<file path="config.mk">
export PLATFORM = sky130hd
export DESIGN_NAME = framed_packet_parser_crc8_flat
export DESIGN_NICKNAME = d
export VERILOG_FILES = /design/src/rtl/fpp_pkg.sv /design/src/rtl/fpp_channels.sv /design/src/rtl/fpp_cfg_regs.sv /design/src/rtl/fpp_parser.sv /design/src/rtl/framed_packet_parser_crc8.sv /design/src/flat_wrapper.sv
export VERILOG_INCLUDE_DIRS = /design/src /design/src/rtl
export SDC_FILE = /design/constraint.sdc
export NUM_CORES = 1
export LEC_CHECK = 0
export BUFFER_PORTS_ARGS = -buffer_cell sky130_fd_sc_hd__buf_2
export CORE_ASPECT_RATIO = 0.6
export CORE_MARGIN = 4
export CORE_UTILIZATION = 52
export DETAILED_ROUTE_END_ITERATION = 8
export PLACE_DENSITY = 0.76
export SYNTH_ARGS = -nofsm -noshare
export SYNTH_HDL_FRONTEND = slang
export SYNTH_SLANG_ARGS = --single-unit
</file>
<file path="constraint.sdc">
create_clock -name clk -period 2.5 [get_ports clk]
set_input_delay 0.25 -clock clk [delete_from_list [all_inputs] [get_ports clk]]
set_output_delay 0.25 -clock clk [all_outputs]
set_load 0.02 [all_outputs]
</file>
<file path="src/rtl/framed_packet_parser_crc8_defines.svh">
// Assertion macros shared by the framed packet parser RTL.
`ifndef FRAMED_PACKET_PARSER_CRC8_DEFINES_SVH
`define FRAMED_PACKET_PARSER_CRC8_DEFINES_SVH

// Same-cycle check, sampled on the rising clock, off during reset.
`define FPP_ASSERT(label, prop, msg) \
  label: assert property (@(posedge clk) disable iff (rst) (prop)) else $error(msg);

// Next-cycle implication.
`define FPP_ASSERT_NEXT(label, ante, cons, msg) \
  label: assert property (@(posedge clk) disable iff (rst) (ante) |=> (cons)) \
    else $error(msg);

`endif

</file>
<file path="src/rtl/fpp_pkg.sv">
// Shared types, codes and the CRC-8 byte update for the framed packet parser.
`timescale 1ns / 1ps
`default_nettype none

package fpp_pkg;

  localparam logic [7:0] HDR_FIRST   = 8'hAA;
  localparam logic [7:0] HDR_SECOND  = 8'h55;
  localparam logic [7:0] TAIL_FIRST  = 8'h55;
  localparam logic [7:0] TAIL_SECOND = 8'hAA;
  localparam logic [7:0] CRC_POLY    = 8'h31;
  localparam logic [7:0] CRC_INIT    = 8'h00;

  localparam logic [2:0] STAT_BUSY     = 3'd0;
  localparam logic [2:0] STAT_OK       = 3'd1;
  localparam logic [2:0] STAT_LEN_ERR  = 3'd2;
  localparam logic [2:0] STAT_TAIL_ERR = 3'd3;
  localparam logic [2:0] STAT_CHK_ERR  = 3'd4;

  localparam int unsigned CFG_INDEX_W = 2;
  localparam int unsigned CFG_DATA_W  = 8;
  localparam logic [CFG_INDEX_W-1:0] CFG_MAX_LENGTH    = 2'd0;
  localparam logic [CFG_INDEX_W-1:0] CFG_CHECKSUM_MODE = 2'd1;
  localparam logic [CFG_INDEX_W-1:0] CFG_FIXED_CHECK   = 2'd2;

  localparam logic [7:0] MAX_LENGTH_RESET = 8'd64;

  typedef struct packed {
    logic [7:0] max_length;
    logic       checksum_mode;
    logic [7:0] fixed_check_byte;
  } cfg_t;

  // MSB-first CRC-8, no reflection, no final xor.
  function automatic logic [7:0] crc8_update(input logic [7:0] crc, input logic [7:0] b);
    logic [7:0] c;
    c = crc ^ b;
    for (int i = 0; i < 8; i++) begin
      if (c[7]) begin
        c = {c[6:0], 1'b0} ^ CRC_POLY;
      end else begin
        c = {c[6:0], 1'b0};
      end
    end
    return c;
  endfunction

endpackage

`default_nettype wire

</file>
<file path="src/rtl/fpp_channels.sv">
// Valid/ready channel interfaces for received bytes and parser results.
`timescale 1ns / 1ps
`default_nettype none

interface fpp_rx_if;
  logic       valid;
  logic       ready;
  logic [7:0] rx_byte;

  modport source (output valid, output rx_byte, input ready);
  modport sink (input valid, input rx_byte, output ready);
endinterface

interface fpp_tx_if;
  logic       valid;
  logic       ready;
  logic [2:0] status;
  logic [7:0] frame_address;
  logic [7:0] frame_function;
  logic [7:0] frame_length;
  logic       payload_valid;
  logic [7:0] payload_byte;
  logic [7:0] payload_index;

  modport source (
    output valid, output status, output frame_address, output frame_function,
    output frame_length, output payload_valid, output payload_byte,
    output payload_index, input ready
  );
  modport sink (
    input valid, input status, input frame_address, input frame_function,
    input frame_length, input payload_valid, input payload_byte,
    input payload_index, output ready
  );
endinterface

`default_nettype wire

</file>
<file path="src/rtl/fpp_cfg_regs.sv">
// Configuration register bank: max length, checksum mode, fixed check byte.
`timescale 1ns / 1ps
`default_nettype none

module fpp_cfg_regs
  import fpp_pkg::*;
(
  input  wire logic                   clk,
  input  wire logic                   rst,
  input  wire logic                   cfg_we,
  input  wire logic [CFG_INDEX_W-1:0] cfg_index,
  input  wire logic [CFG_DATA_W-1:0]  cfg_wdata,
  output cfg_t                        cfg
);

  always_ff @(posedge clk) begin
    if (rst) begin
      cfg.max_length       <= MAX_LENGTH_RESET;
      cfg.checksum_mode    <= 1'b0;
      cfg.fixed_check_byte <= 8'd0;
    end else if (cfg_we) begin
      unique case (cfg_index)
        CFG_MAX_LENGTH:    cfg.max_length       <= cfg_wdata[7:0];
        CFG_CHECKSUM_MODE: cfg.checksum_mode    <= cfg_wdata[0];
        CFG_FIXED_CHECK:   cfg.fixed_check_byte <= cfg_wdata[7:0];
        default: ;
      endcase
    end
  end

endmodule

`default_nettype wire

</file>
<file path="src/rtl/fpp_parser.sv">
// Frame parser state machine with running CRC-8 and registered result stage.
`timescale 1ns / 1ps
`default_nettype none
`include "framed_packet_parser_crc8_defines.svh"

module fpp_parser
  import fpp_pkg::*;
(
  input  wire logic clk,
  input  wire logic rst,
  input  cfg_t      cfg,
  fpp_rx_if.sink    rx,
  fpp_tx_if.source  tx
);

  localparam logic [3:0] ST_HUNT1 = 4'd0;
  localparam logic [3:0] ST_HUNT2 = 4'd1;
  localparam logic [3:0] ST_ADDR  = 4'd2;
  localparam logic [3:0] ST_FUNC  = 4'd3;
  localparam logic [3:0] ST_LEN   = 4'd4;
  localparam logic [3:0] ST_DATA  = 4'd5;
  localparam logic [3:0] ST_CHECK = 4'd6;
  localparam logic [3:0] ST_TAIL1 = 4'd7;
  localparam logic [3:0] ST_TAIL2 = 4'd8;

  logic [3:0] state, state_next;
  logic [7:0] payload_count, payload_count_next;
  logic [7:0] held_address, held_address_next;
  logic [7:0] held_function, held_function_next;
  logic [7:0] held_length, held_length_next;
  logic [7:0] received_check, received_check_next;
  logic [7:0] running_crc, running_crc_next;

  logic [2:0] res_status;
  logic       res_pv;
  logic [7:0] res_pb;
  logic [7:0] res_pi;
  logic [7:0] crc_step;
  logic [7:0] count_inc;
  logic [7:0] expected;
  logic       take;

  // Output register frees up when empty or drained in the same cycle.
  assign rx.ready = !tx.valid || tx.ready;
  assign take     = rx.valid && rx.ready;

  assign crc_step  = crc8_update(running_crc, rx.rx_byte);
  assign count_inc = payload_count + 8'd1;
  assign expected  = cfg.checksum_mode ? cfg.fixed_check_byte : running_crc;

  always_comb begin
    state_next          = state;
    payload_count_next  = payload_count;
    held_address_next   = held_address;
    held_function_next  = held_function;
    held_length_next    = held_length;
    received_check_next = received_check;
    running_crc_next    = running_crc;
    res_status          = STAT_BUSY;
    res_pv              = 1'b0;
    res_pb              = 8'd0;
    res_pi              = 8'd0;
    unique case (state)
      ST_HUNT1: begin
        if (rx.rx_byte == HDR_FIRST) state_next = ST_HUNT2;
      end
      ST_HUNT2: begin
        // a bad second header byte is never reused as a first header byte
        if (rx.rx_byte == HDR_SECOND) begin
          payload_count_next = 8'd0;
          running_crc_next   = CRC_INIT;
          state_next         = ST_ADDR;
        end else begin
          state_next = ST_HUNT1;
        end
      end
      ST_ADDR: begin
        held_address_next = rx.rx_byte;
        running_crc_next  = crc_step;
        state_next        = ST_FUNC;
      end
      ST_FUNC: begin
        held_function_next = rx.rx_byte;
        running_crc_next   = crc_step;
        state_next         = ST_LEN;
      end
      ST_LEN: begin
        held_length_next = rx.rx_byte;
        running_crc_next = crc_step;
        if (rx.rx_byte > cfg.max_length) begin
          res_status = STAT_LEN_ERR;
          state_next = ST_HUNT1;
        end else if (rx.rx_byte == 8'd0) begin
          state_next = ST_CHECK;
        end else begin
          payload_count_next = 8'd0;
          state_next         = ST_DATA;
        end
      end
      ST_DATA: begin
        res_pv             = 1'b1;
        res_pb             = rx.rx_byte;
        res_pi             = payload_count;
        running_crc_next   = crc_step;
        payload_count_next = count_inc;
        if (count_inc >= held_length) state_next = ST_CHECK;
      end
      ST_CHECK: begin
        received_check_next = rx.rx_byte;
        state_next          = ST_TAIL1;
      end
      ST_TAIL1: begin
        if (rx.rx_byte == TAIL_FIRST) begin
          state_next = ST_TAIL2;
        end else begin
          res_status = STAT_TAIL_ERR;
          state_next = ST_HUNT1;
        end
      end
      ST_TAIL2: begin
        if (rx.rx_byte == TAIL_SECOND) begin
          res_status = (expected == received_check) ? STAT_OK : STAT_CHK_ERR;
        end else begin
          res_status = STAT_TAIL_ERR;
        end
        state_next = ST_HUNT1;
      end
      default: begin
        state_next = ST_HUNT1;
      end
    endcase
  end

  always_ff @(posedge clk) begin
    if (rst) begin
      state          <= ST_HUNT1;
      payload_count  <= 8'd0;
      held_address   <= 8'd0;
      held_function  <= 8'd0;
      held_length    <= 8'd0;
      received_check <= 8'd0;
      running_crc    <= CRC_INIT;
      tx.valid       <= 1'b0;
    end else begin
      if (take) begin
        state          <= state_next;
        payload_count  <= payload_count_next;
        held_address   <= held_address_next;
        held_function  <= held_function_next;
        held_length    <= held_length_next;
        received_check <= received_check_next;
        running_crc    <= running_crc_next;
        tx.valid       <= 1'b1;
      end else if (tx.ready) begin
        tx.valid <= 1'b0;
      end
    end
  end

  always_ff @(posedge clk) begin
    if (take) begin
      tx.status         <= res_status;
      tx.frame_address  <= held_address_next;
      tx.frame_function <= held_function_next;
      tx.frame_length   <= held_length_next;
      tx.payload_valid  <= res_pv;
      tx.payload_byte   <= res_pb;
      tx.payload_index  <= res_pi;
    end
  end

  `FPP_ASSERT(a_data_count_in_range, (state != ST_DATA) || (payload_count < held_length), "payload count reached length inside payload")
  `FPP_ASSERT(a_payload_index_in_frame, !(tx.valid && tx.payload_valid) || (tx.payload_index < tx.frame_length), "payload index beyond frame length")
  `FPP_ASSERT(a_payload_no_status, !(tx.valid && tx.payload_valid) || (tx.status == STAT_BUSY), "payload item carries a final status")
  `FPP_ASSERT_NEXT(a_tail2_reports, take && (state == ST_TAIL2), tx.valid && (tx.status != STAT_BUSY) && (state == ST_HUNT1), "last tail byte gave no final status")
  `FPP_ASSERT_NEXT(a_stall_holds_state, !take, $stable(state) && $stable(running_crc), "parser state moved without an accepted item")

endmodule

`default_nettype wire

</file>
<file path="src/rtl/framed_packet_parser_crc8.sv">
// Each accepted byte's result item is registered and shown on tx in the next cycle.
// Throughput: one byte per cycle; the single output register is refilled in the
// same cycle it drains, so rx.ready only drops while tx holds an untaken item.
// Per byte: one state machine step; CRC-8 (0x31) update on address to payload.
// Reset (rst, synchronous): hunt for header, counters/held fields/CRC zero,
// max_length 64, CRC mode, fixed byte 0, no result pending.
`timescale 1ns / 1ps
`default_nettype none

module framed_packet_parser_crc8
  import fpp_pkg::*;
(
  input  wire logic                   clk,
  input  wire logic                   rst,
  fpp_rx_if.sink                      rx,
  fpp_tx_if.source                    tx,
  input  wire logic                   cfg_we,
  input  wire logic [CFG_INDEX_W-1:0] cfg_index,
  input  wire logic [CFG_DATA_W-1:0]  cfg_wdata
);

  cfg_t cfg;

  fpp_cfg_regs u_cfg_regs (
    .clk       (clk),
    .rst       (rst),
    .cfg_we    (cfg_we),
    .cfg_index (cfg_index),
    .cfg_wdata (cfg_wdata),
    .cfg       (cfg)
  );

  fpp_parser u_parser (
    .clk (clk),
    .rst (rst),
    .cfg (cfg),
    .rx  (rx),
    .tx  (tx)
  );

endmodule

`default_nettype wire

</file>
<file path="src/flat_wrapper.sv">
// flat-port wrapper written by rule: the top's interface ports become plain ports
module framed_packet_parser_crc8_flat import fpp_pkg::*;
  (clk, rst, cfg_we, cfg_index, cfg_wdata, rx_valid, rx_rx_byte, rx_ready, tx_valid, tx_status, tx_frame_address, tx_frame_function, tx_frame_length, tx_payload_valid, tx_payload_byte, tx_payload_index, tx_ready);
  fpp_rx_if rx_i ();
  fpp_tx_if tx_i ();
  input  wire logic clk;
  input  wire logic rst;
  input  wire logic cfg_we;
  input  wire logic [CFG_INDEX_W-1:0] cfg_index;
  input  wire logic [CFG_DATA_W-1:0] cfg_wdata;
  input wire logic [$bits(rx_i.valid)-1:0] rx_valid;
  input wire logic [$bits(rx_i.rx_byte)-1:0] rx_rx_byte;
  output wire logic [$bits(rx_i.ready)-1:0] rx_ready;
  output wire logic [$bits(tx_i.valid)-1:0] tx_valid;
  output wire logic [$bits(tx_i.status)-1:0] tx_status;
  output wire logic [$bits(tx_i.frame_address)-1:0] tx_frame_address;
  output wire logic [$bits(tx_i.frame_function)-1:0] tx_frame_function;
  output wire logic [$bits(tx_i.frame_length)-1:0] tx_frame_length;
  output wire logic [$bits(tx_i.payload_valid)-1:0] tx_payload_valid;
  output wire logic [$bits(tx_i.payload_byte)-1:0] tx_payload_byte;
  output wire logic [$bits(tx_i.payload_index)-1:0] tx_payload_index;
  input wire logic [$bits(tx_i.ready)-1:0] tx_ready;
  assign rx_i.valid = rx_valid;
  assign rx_i.rx_byte = rx_rx_byte;
  assign rx_ready = rx_i.ready;
  assign tx_valid = tx_i.valid;
  assign tx_status = tx_i.status;
  assign tx_frame_address = tx_i.frame_address;
  assign tx_frame_function = tx_i.frame_function;
  assign tx_frame_length = tx_i.frame_length;
  assign tx_payload_valid = tx_i.payload_valid;
  assign tx_payload_byte = tx_i.payload_byte;
  assign tx_payload_index = tx_i.payload_index;
  assign tx_i.ready = tx_ready;
  framed_packet_parser_crc8 u_core (.clk(clk), .rst(rst), .rx(rx_i), .tx(tx_i), .cfg_we(cfg_we), .cfg_index(cfg_index), .cfg_wdata(cfg_wdata));
endmodule
</file>
==> results.cfg, run 1 <==
[synthesis]
ys_ff_latch = 114
synth-edff-count = 44
synth_area_um2 = 5386
syn_inst = 526
ys_warn_count = 0
syn_avg_cell_area_um2 = 10.24
synth_ff_type = dfxtp_1
yosysSeqAreaShare = 0.5055
syn-num-nets = 566
synth.distinct_cells = 57
async_reset_ff_frac = 0

[sta]
hold_viol_final = 0
slew_viol_final = 0
max_freq_mhz = 390.3
setup_ws_ns = -0.06225
period_share = 1.025
grt_setup_unrepaired = true
finalClockSkew_ns = 0.007991
fin_crit_ns = 2.562
tightest_slew_ns = 0.6319
setup-violations-final = 2
max_slew_margin = 0.5751
setup-tns-final_ns = -0.07263

[finish]
area_growth_pct = 23.16
regArea_um2 = 2728
largest_register = u_core.u_cfg_regs.cfg
largest_reg_flops = 17
nNetsFinal = 656
diodes = 0
drive_gt1_frac = 0.2798
n_fill_cell = 822
multiInputGateArea_um2 = 2512

[cts]
numCtsBuffers = 17
path_clk_slew_ns = 0.06
cts_tree = built
clk_latency_ns = 0.41
root_buffer = clkbuf_16
cts_max_path_buffers = 2
cts_sinks = 114
h-tree-depth = 4
postCtsHoldBufs = 0

[pwr]
p_per_area_nw_per_um2 = 702.2
p_leak_nw = 2.739
ir_drop_v = 0.0005260

[setup_path]
worstSetupEndpointType = flop
timing.rr.start = u_core.u_parser.payload_count[1]
endpoint = u_core.u_parser.state[0]
crit_start = u_core.u_parser.payload_count[1]
r2r-end = u_core.u_parser.state[0]
arrival_ns = 2.87
path_class = flop to flop
critPathRequiredTime_ns = 2.81
reg2regPathDepth = 11
start_kind = flop
rrSetupSlack_ns = -0.06
critPathMaxFanout = 6

[run_status]
violations = negative setup slack
status = finished with violations

[route]
routed_wl_um = 13590
drt_pre_antenna_iters = 6
drc = 0
ant_nets = 0
wl_per_cell_um = 17.78
first_iter_violations = 288
vias_per_cell = 5.547
via_count = 4238

[floorplan]
design.core.area_um2 = 9985
core.rowCount = 28
die_x_um = 139.4
dieArea_um2 = 12100
dieHeight_um = 86.84
initial_utilization = 0.5395
ios = 69

[place]
dp_slack_ns = -0.07449
dp_hpwl_um = 9557
io_buffers = 68
place.gp.congestion = 0.9493

[min_path]
hold_class = input port to flop
min_delay_path_depth = 3

[grt]
grt_max_degree = 43
grt_overflow = 0
grt_pass1_wl_um = 21900
gr-usage-all-layers = 0.2337
antenna_found_initial = 0
first_global_vias = 4207

[run]
drv_cap = 0
## layout make-up
cell class                      count  share of cell area
Sequential cell                   114              0.4112
Multi-Input combinational cell    363              0.3787
Timing Repair Buffer              101             0.09185
Clock buffer                       18             0.06620
Tap cell                          135             0.02546
Clock inverter                     14             0.01584
Inverter                           19             0.01075
## cells in the final DEF (no fill, tap or decap), types with 3 or more instances in the layout
cell,netlist,final
a211oi_1,9,8
a21oi_1,29,29
a22o_1,5,5
a22oi_1,3,3
a31oi_1,5,4
and2_1,17,17
buf_2,13,68
buf_4,0,31
clkbuf_16,0,18
clkinvlp_4,0,5
dfxtp_1,70,68
edfxtp_1,44,44
ha_1,17,16
inv_1,18,18
inv_4,0,3
inv_6,0,3
mux2_2,17,17
mux2i_1,25,25
nand2_1,31,31
nand2b_1,3,3
nand3_1,6,6
nand3b_1,3,3
nand4_1,7,7
nor2_1,72,71
nor2b_1,6,6
nor3_1,15,14
nor3_2,2,3
o211ai_1,3,3
o21ai_0,15,15
o21ai_1,4,4
o31ai_1,3,3
xnor2_1,29,28
xor2_1,7,7
## worst min path at each step
| stage | from | to | slack (ns) |
|---|---|---|---|
| after floorplan | rx_valid | u_core.u_parser.tx.valid | 0.38 |
| final | rx_valid | u_core.u_parser.tx.valid | 0.09 |
| after global placement | u_core.u_parser.held_function[3] | u_core.u_parser.held_function[3] | 0.44 |
| after CTS | rx_valid | u_core.u_parser.tx.valid | 0.08 |
| after global routing | rx_valid | u_core.u_parser.tx.valid | 0.08 |
| after detailed placement | u_core.u_parser.held_function[1] | u_core.u_parser.held_function[1] | 0.45 |
## worst max-delay path, cell delays in order, from the launching register on
cell       delay [ns]
dfxtp_4          0.35
ha_4             0.16
buf_6            0.11
xor2_1           0.13
ha_1             0.31
a211o_1          0.28
a31oi_2          0.17
nor3_2           0.08
o41ai_4          0.39
clkbuf_16        0.21
nor4_2           0.03
a32o_2           0.23
## where the power goes
group          total, W  switching, W  internal (W)  leakage, nW
logic          0.000422      0.000277      0.000145         1.47
registers       0.00203     0.0000252       0.00200         1.01
clock network   0.00221      0.000909       0.00130        0.257
## layer usage
layer / wire [um] / global-route usage / up-vias
li1: - / - / 2033
met2: 5900 / 0.3523 / 135
met3: 1086 / 0.07222 / 11
met4: 115 / 0.06394 / 0
met5: 0 / 0 / -
met1: 6482 / 0.3284 / 2059
## Yosys cell counts (6+ instances only)
library cell  instances  area (um2)
nand4_1               7       43.79
nor3_1               15       75.07
nor2b_1               6       37.54
buf_2                13       65.06
nor2_1               72       270.3
a211oi_1              9       67.56
nand3_1               6       30.03
mux2_2               17       191.4
mux2i_1              25       250.2
clkbuf_1             15       56.30
o21ai_0              15       75.07
xor2_1                7       61.31
inv_1                18       67.56
dfxtp_1              70        1401
ha_1                 17       212.7
xnor2_1              29       254.0
a21oi_1              29       145.1
and2_1               17       106.4
nand2_1              31       116.4
edfxtp_1             44        1321
## kinds of logic after synthesis
kind of cell,Yosys count,synth area share
flops,114,0.5055
mux,42,0.08200
xor+xnor,36,0.05854
buf+inv,49,0.03856
fa+ha+maj,17,0.03949
compound gates,85,0.1038
simple gates,183,0.1721
## metrics by stage
stage,util,std cells,total power [W],hold slack [ns],cell area [um2]
4_1_cts,0.6570,761,0.004683,0.07828,6560
6_report,0.6644,764,0.004658,0.09163,6634
5_1_grt,0.6644,764,0.004815,0.07968,6634
3_5_place_dp,0.5984,726,0.002478,0.4466,5974
3_3_place_gp,0.5984,726,0.002464,0.4387,5974
2_1_floorplan,-,526,0.002337,0.3795,5388
## what timing repair did
| action | in CTS | in global routing |
|---|---|---|
| gates resized for setup | 5 | 11 |
| pin swaps | 5 | 9 |
| setup endpoints to repair | 4 | 6 |
| setup buffers | 3 | 3 |
(Power assumes the default switching activity.)
==> inputs of run 2 (changes only) <==
Settings changed: CORE_MARGIN 4 to not set, PLACE_DENSITY 0.76 to 0.75.
==> run 2 against run 1 <==
Compared with the run above: clock skew is 0.00084 ns higher; sequential share of layout area increased by 0.37 points; sequential power about the same; combinational power about the same; first-iteration DRC count increased by 33%; clock-buffer cell count rose by 7; the flow now finishes without violations; critical path type unchanged; critical path depth down 1; register-to-register slack better by 0.12 ns; worst setup slack better by 0.12 ns; non-clock buffer count shrank 6; worst hold slack got worse by 0.0048 ns.
==> results.cfg, run 2 (same netlist as run 1, synthesis figures left out) <==
[finish]
final_common_cell = nor2_1
largest_reg_flops = 17
area_growth_pct = 22.16
largest_register = u_core.u_cfg_regs.cfg
fin_area_um2 = 6580
drive_gt1_frac = 0.2584
n_fill_cell = 790
nNetsFinal = 650
fin_cells = 758
final_cell_mix = nor2_1 (70), buf_2 (68), dfxtp_1 (68), edfxtp_1 (44), nand2_1 (31)
diodes = 0

[floorplan]
core.rowCount = 28
dieArea_um2 = 10780
design.core.area_um2 = 9950
die_x_um = 133.4
initial_utilization = 0.5414
ios = 69
dieHeight_um = 80.84

[setup_path]
arrival_ns = 2.76
rrSetupSlack_ns = 0.06
worstSetupEndpointType = flop
critPathMaxFanout = 6
start_kind = flop
path_class = flop to flop
critPathRequiredTime_ns = 2.81
reg2regPathDepth = 10

[sta]
tightest_slew_ns = 0.7192
setup_ws_ns = 0.05757
holdWs_ns = 0.08680
slew_viol_final = 0
max_freq_mhz = 409.4
hold_viol_final = 0
finalClockSkew_ns = 0.008835
setup-violations-final = 0
fin_crit_ns = 2.442
period_share = 0.9770
max_slew_margin = 0.5205

[cts]
clk_latency_ns = 0.42
path_clk_slew_ns = 0.05
root_buffer = clkbuf_16
h-tree-depth = 4
cts_tree = built
cts_max_path_buffers = 2
cts_sinks = 114
numCtsBuffers = 17

[route]
routed_wl_um = 13600
drc = 0
vias_per_cell = 5.635
wl_per_cell_um = 17.94
drt_pre_antenna_iters = 6
first_iter_violations = 384
via_count = 4271
ant_nets = 0

[grt]
grt_max_degree = 65
grt_overflow = 0
gr-usage-all-layers = 0.2658
first_global_vias = 4120
grt_pass1_wl_um = 21280
antenna_found_initial = 0

[pwr]
p_leak_nw = 2.697
ir_drop_v = 0.0005800
p_per_area_nw_per_um2 = 728.0
p_total_w = 0.004790

[place]
dp_hpwl_um = 9050
io_buffers = 68
place.gp.congestion = 0.8711
dp.cells = 724
dp_slack_ns = -0.05986
place_area_um2 = 5947

[run_status]
status = completed

[min_path]
hold_class = input port to flop
min_delay_path_depth = 3

[run]
drv_cap = 0
[run 2: changes by cell type in the layout (fill, tap and decap cells not counted), moves of 3 or more]
cell        change
clkinvlp_4      -5
clkbuf_1        +5
buf_4           -4
inv_4           -3
inv_6           -3
[run 2: final timing paths]
check                              startpoint                                to
min                                  rx_valid          u_core.u_parser.tx.valid
max          u_core.u_parser.payload_count[0]          u_core.u_parser.state[1]
max reg2reg  u_core.u_parser.payload_count[0]          u_core.u_parser.state[1]
min reg2reg  u_core.u_parser.held_function[4]  u_core.u_parser.held_function[4]
[run 2: layer usage]
metal  track usage  vias up  share of wire
li1              -     2020              -
met1        0.3549     2048           0.45
met2        0.4115      169           0.44
met3       0.06242       34          0.082
met4        0.1284        0          0.020
met5             0        -              0
[run 2: repair_timing]
action                                  4_1_cts  5_1_grt
pin swaps                                     4        4
endpoints found under the setup margin        4        4
buffers inserted                              1        1
hold buffers                                  0        0
gates resized for setup                       4       10
[run 2: final cells by class]
cell class | count | area (um2) | share of cell area
Multi-Input combinational cell | 363 | 2499 | 0.3797
Clock buffer | 25 | 485.5 | 0.07378
Sequential cell | 114 | 2730 | 0.4149
Timing Repair Buffer | 95 | 543.0 | 0.08253
Clock inverter | 7 | 82.58 | 0.01255
Tap cell | 135 | 168.9 | 0.02567
Inverter | 19 | 71.32 | 0.01084
[run 2: critical path: stages, from the launching register on]
cell,delay [ns]
dfxtp_4,0.36
ha_4,0.18
xor2_1,0.14
ha_1,0.30
a211o_1,0.31
a31oi_1,0.22
nor3_2,0.08
o41ai_4,0.39
buf_4,0.19
nand3_1,0.08
o41ai_1,0.08
[run 2: report_power, final]
group	internal [W]	leakage (nW)	switching, W
Sequential	0.00201	1.01	0.0000254
Combinational	0.000144	1.40	0.000278
Clock	0.00153	0.280	0.000807
Total	0.00368	2.70	0.00111
[run 2: per-stage QoR]
stage          TNS (ns)  utilization
5_1_grt        -0.01003       0.6613
4_1_cts               0       0.6571
3_3_place_gp          0       0.5977
2_1_floorplan         0            -
3_5_place_dp   -0.05986       0.5977
6_report              0       0.6613
==> inputs of run 3 (changes only) <==
Settings changed: RECOVER_POWER set to 25.
==> run 3 against run 2 <==
Compared with the run above: clock-buffer cell count unchanged; clock power about the same; sequential power about the same; sequential share of layout area increased by 0.29 points; via count decreased by 0.14%; critical endpoint unchanged; critical path depth unchanged; flip-flop and latch count unchanged; global-route usage unchanged; largest cell class unchanged; largest power group unchanged; combinational power decreased by 2%; fmax increased by 0.62%; non-clock buffer count unchanged.
==> results.cfg, run 3 (same netlist as run 1, synthesis figures left out) <==
[run_status]
status = completed

[route]
first_iter_violations = 341
vias_per_cell = 5.627
routed_wl_um = 13560
wl_per_cell_um = 17.89
drt_pre_antenna_iters = 5
drc = 0
ant_nets = 0
via_count = 4265

[grt]
antenna_found_initial = 0
gr-usage-all-layers = 0.2658
grtUsageMet1 = 0.3549
grt_max_degree = 65
busiest_layer = met2
grt_overflow = 0
met3_usage = 0.06242
met2_usage = 0.4115
first_global_vias = 4120
grt_pass1_wl_um = 21280

[min_path]
hp-start = rx_valid
min_delay_path_depth = 3
hold_class = input port to flop
hold_path_end = u_core.u_parser.tx.valid

[floorplan]
die_x_um = 133.4
ios = 69
initial_utilization = 0.5414
design.core.area_um2 = 9950
dieHeight_um = 80.84
core.rowCount = 28
dieArea_um2 = 10780

[sta]
max_slew_margin = 0.5246
max_freq_mhz = 412.0
period_share = 0.9709
finalClockSkew_ns = 0.009180
tightest_slew_ns = 0.7131
setup-violations-final = 0
fin_crit_ns = 2.427
hold_viol_final = 0
setup_ws_ns = 0.07266
setup-tns-final_ns = 0
slew_viol_final = 0

[place]
io_buffers = 68
dp_slack_ns = -0.05986
dp_hpwl_um = 9050
place.gp.congestion = 0.8711

[setup_path]
start_kind = flop
critPathMaxFanout = 6
worstSetupEndpointType = flop
arrival_ns = 2.74
timing.rr.start = u_core.u_parser.payload_count[0]
critPathRequiredTime_ns = 2.81
rrSetupSlack_ns = 0.07
reg2regPathDepth = 10
path_class = flop to flop
r2r-end = u_core.u_parser.state[1]

[finish]
final_common_cell = nor2_1
final_cell_mix = nor2_1 (70), dfxtp_1 (68), edfxtp_1 (44), clkbuf_1 (40), buf_2 (34)
diodes = 0
largest_reg_flops = 17
drive_gt1_frac = 0.2022
area_growth_pct = 21.30
nNetsFinal = 650
utilization = 0.6567
largest_register = u_core.u_cfg_regs.cfg

[cts]
numCtsBuffers = 17
h-tree-depth = 4
cts_sinks = 114
clk_latency_ns = 0.42
cts_tree = built
postCtsHoldBufs = 0
path_clk_slew_ns = 0.05
root_buffer = clkbuf_16
cts_max_path_buffers = 2

[pwr]
p_leak_nw = 2.587
ir_drop_v = 0.0005767
seqPwrFrac = 0.425
p_clk_frac = 0.489
p_comb_frac = 0.086
p_sw_w = 0.001110
p_per_area_nw_per_um2 = 731.9
internal_power_w = 0.003672
power.share.switching = 0.2322

[run]
drv_cap = 0
run 3: changes by cell type in the layout (fill, tap and decap cells not counted), sizes merged:
cell and change:
buf -35, clkbuf +35
run 3: power groups by stage:
stage	logic (W)	registers [W]	clock network [W]
6_report	0.000413	0.00203	0.00234
4_1_cts	0.000419	0.00203	0.00235
2_1_floorplan	0.000217	0.00212	0
3_3_place_gp	0.000398	0.00207	0
3_5_place_dp	0.000410	0.00207	0
5_1_grt	0.000449	0.00204	0.00243
run 3: cell type report:
class / instances / area (um2)
fillers: 802 / 3416
flip-flops and latches: 114 / 2730
multi-input cells: 363 / 2499
repair buffers: 95 / 496.7
clock buffers: 25 / 485.5
well taps: 135 / 168.9
clock inverters: 7 / 82.58
inverters: 19 / 71.32
run 3: worst max path at each step:
stage	start	end	slack, ns
after floorplan	u_core.u_parser.payload_count[2]	u_core.u_parser.state[3]	0.0004
after global placement	u_core.u_parser.payload_count[1]	u_core.u_parser.state[3]	0.03
after detailed placement	u_core.u_parser.payload_count[0]	u_core.u_parser.state[3]	-0.06
after CTS	u_core.u_parser.payload_count[0]	u_core.u_parser.state[1]	0.005
after global routing	u_core.u_parser.payload_count[0]	u_core.u_parser.state[1]	-0.01
final	u_core.u_parser.payload_count[0]	u_core.u_parser.state[1]	0.07
run 3: per-stage QoR:
| stage | total power (W) | instances | instance area, um2 | hold slack (ns) |
|---|---|---|---|---|
| after detailed placement | 0.002479 | 724 | 5947 | 0.4486 |
| after floorplan | 0.002337 | 526 | 5388 | 0.3795 |
| after global routing | 0.004915 | 758 | 6534 | 0.09620 |
| after CTS | 0.004798 | 757 | 6538 | 0.08792 |
| after global placement | 0.002464 | 724 | 5947 | 0.4390 |
| final | 0.004782 | 758 | 6534 | 0.08813 |
run 3: timing repair:
item / 4_1_cts / 5_1_grt
endpoints found under the setup margin: 4 / 4
gates cloned: 0 / 0
pin swaps: 4 / 4
setup buffers: 1 / 1
gates resized for setup: 4 / 10
run 3: worst max-delay path: stages (launching register included):
cell and delay, ns:
dfxtp_4 0.36, ha_4 0.18, xor2_1 0.14, ha_1 0.30
a211o_1 0.31, a31oi_1 0.21, nor3_2 0.08, o41ai_4 0.39
buf_4 0.19, nand3_1 0.07, o41ai_1 0.08
run 3: layer usage:
metal | up-vias | part of all wire
met5 | - | 0
met3 | 26 | 0.084
met4 | 0 | 0.019
met2 | 179 | 0.44
li1 | 2023 | -
met1 | 2037 | 0.45
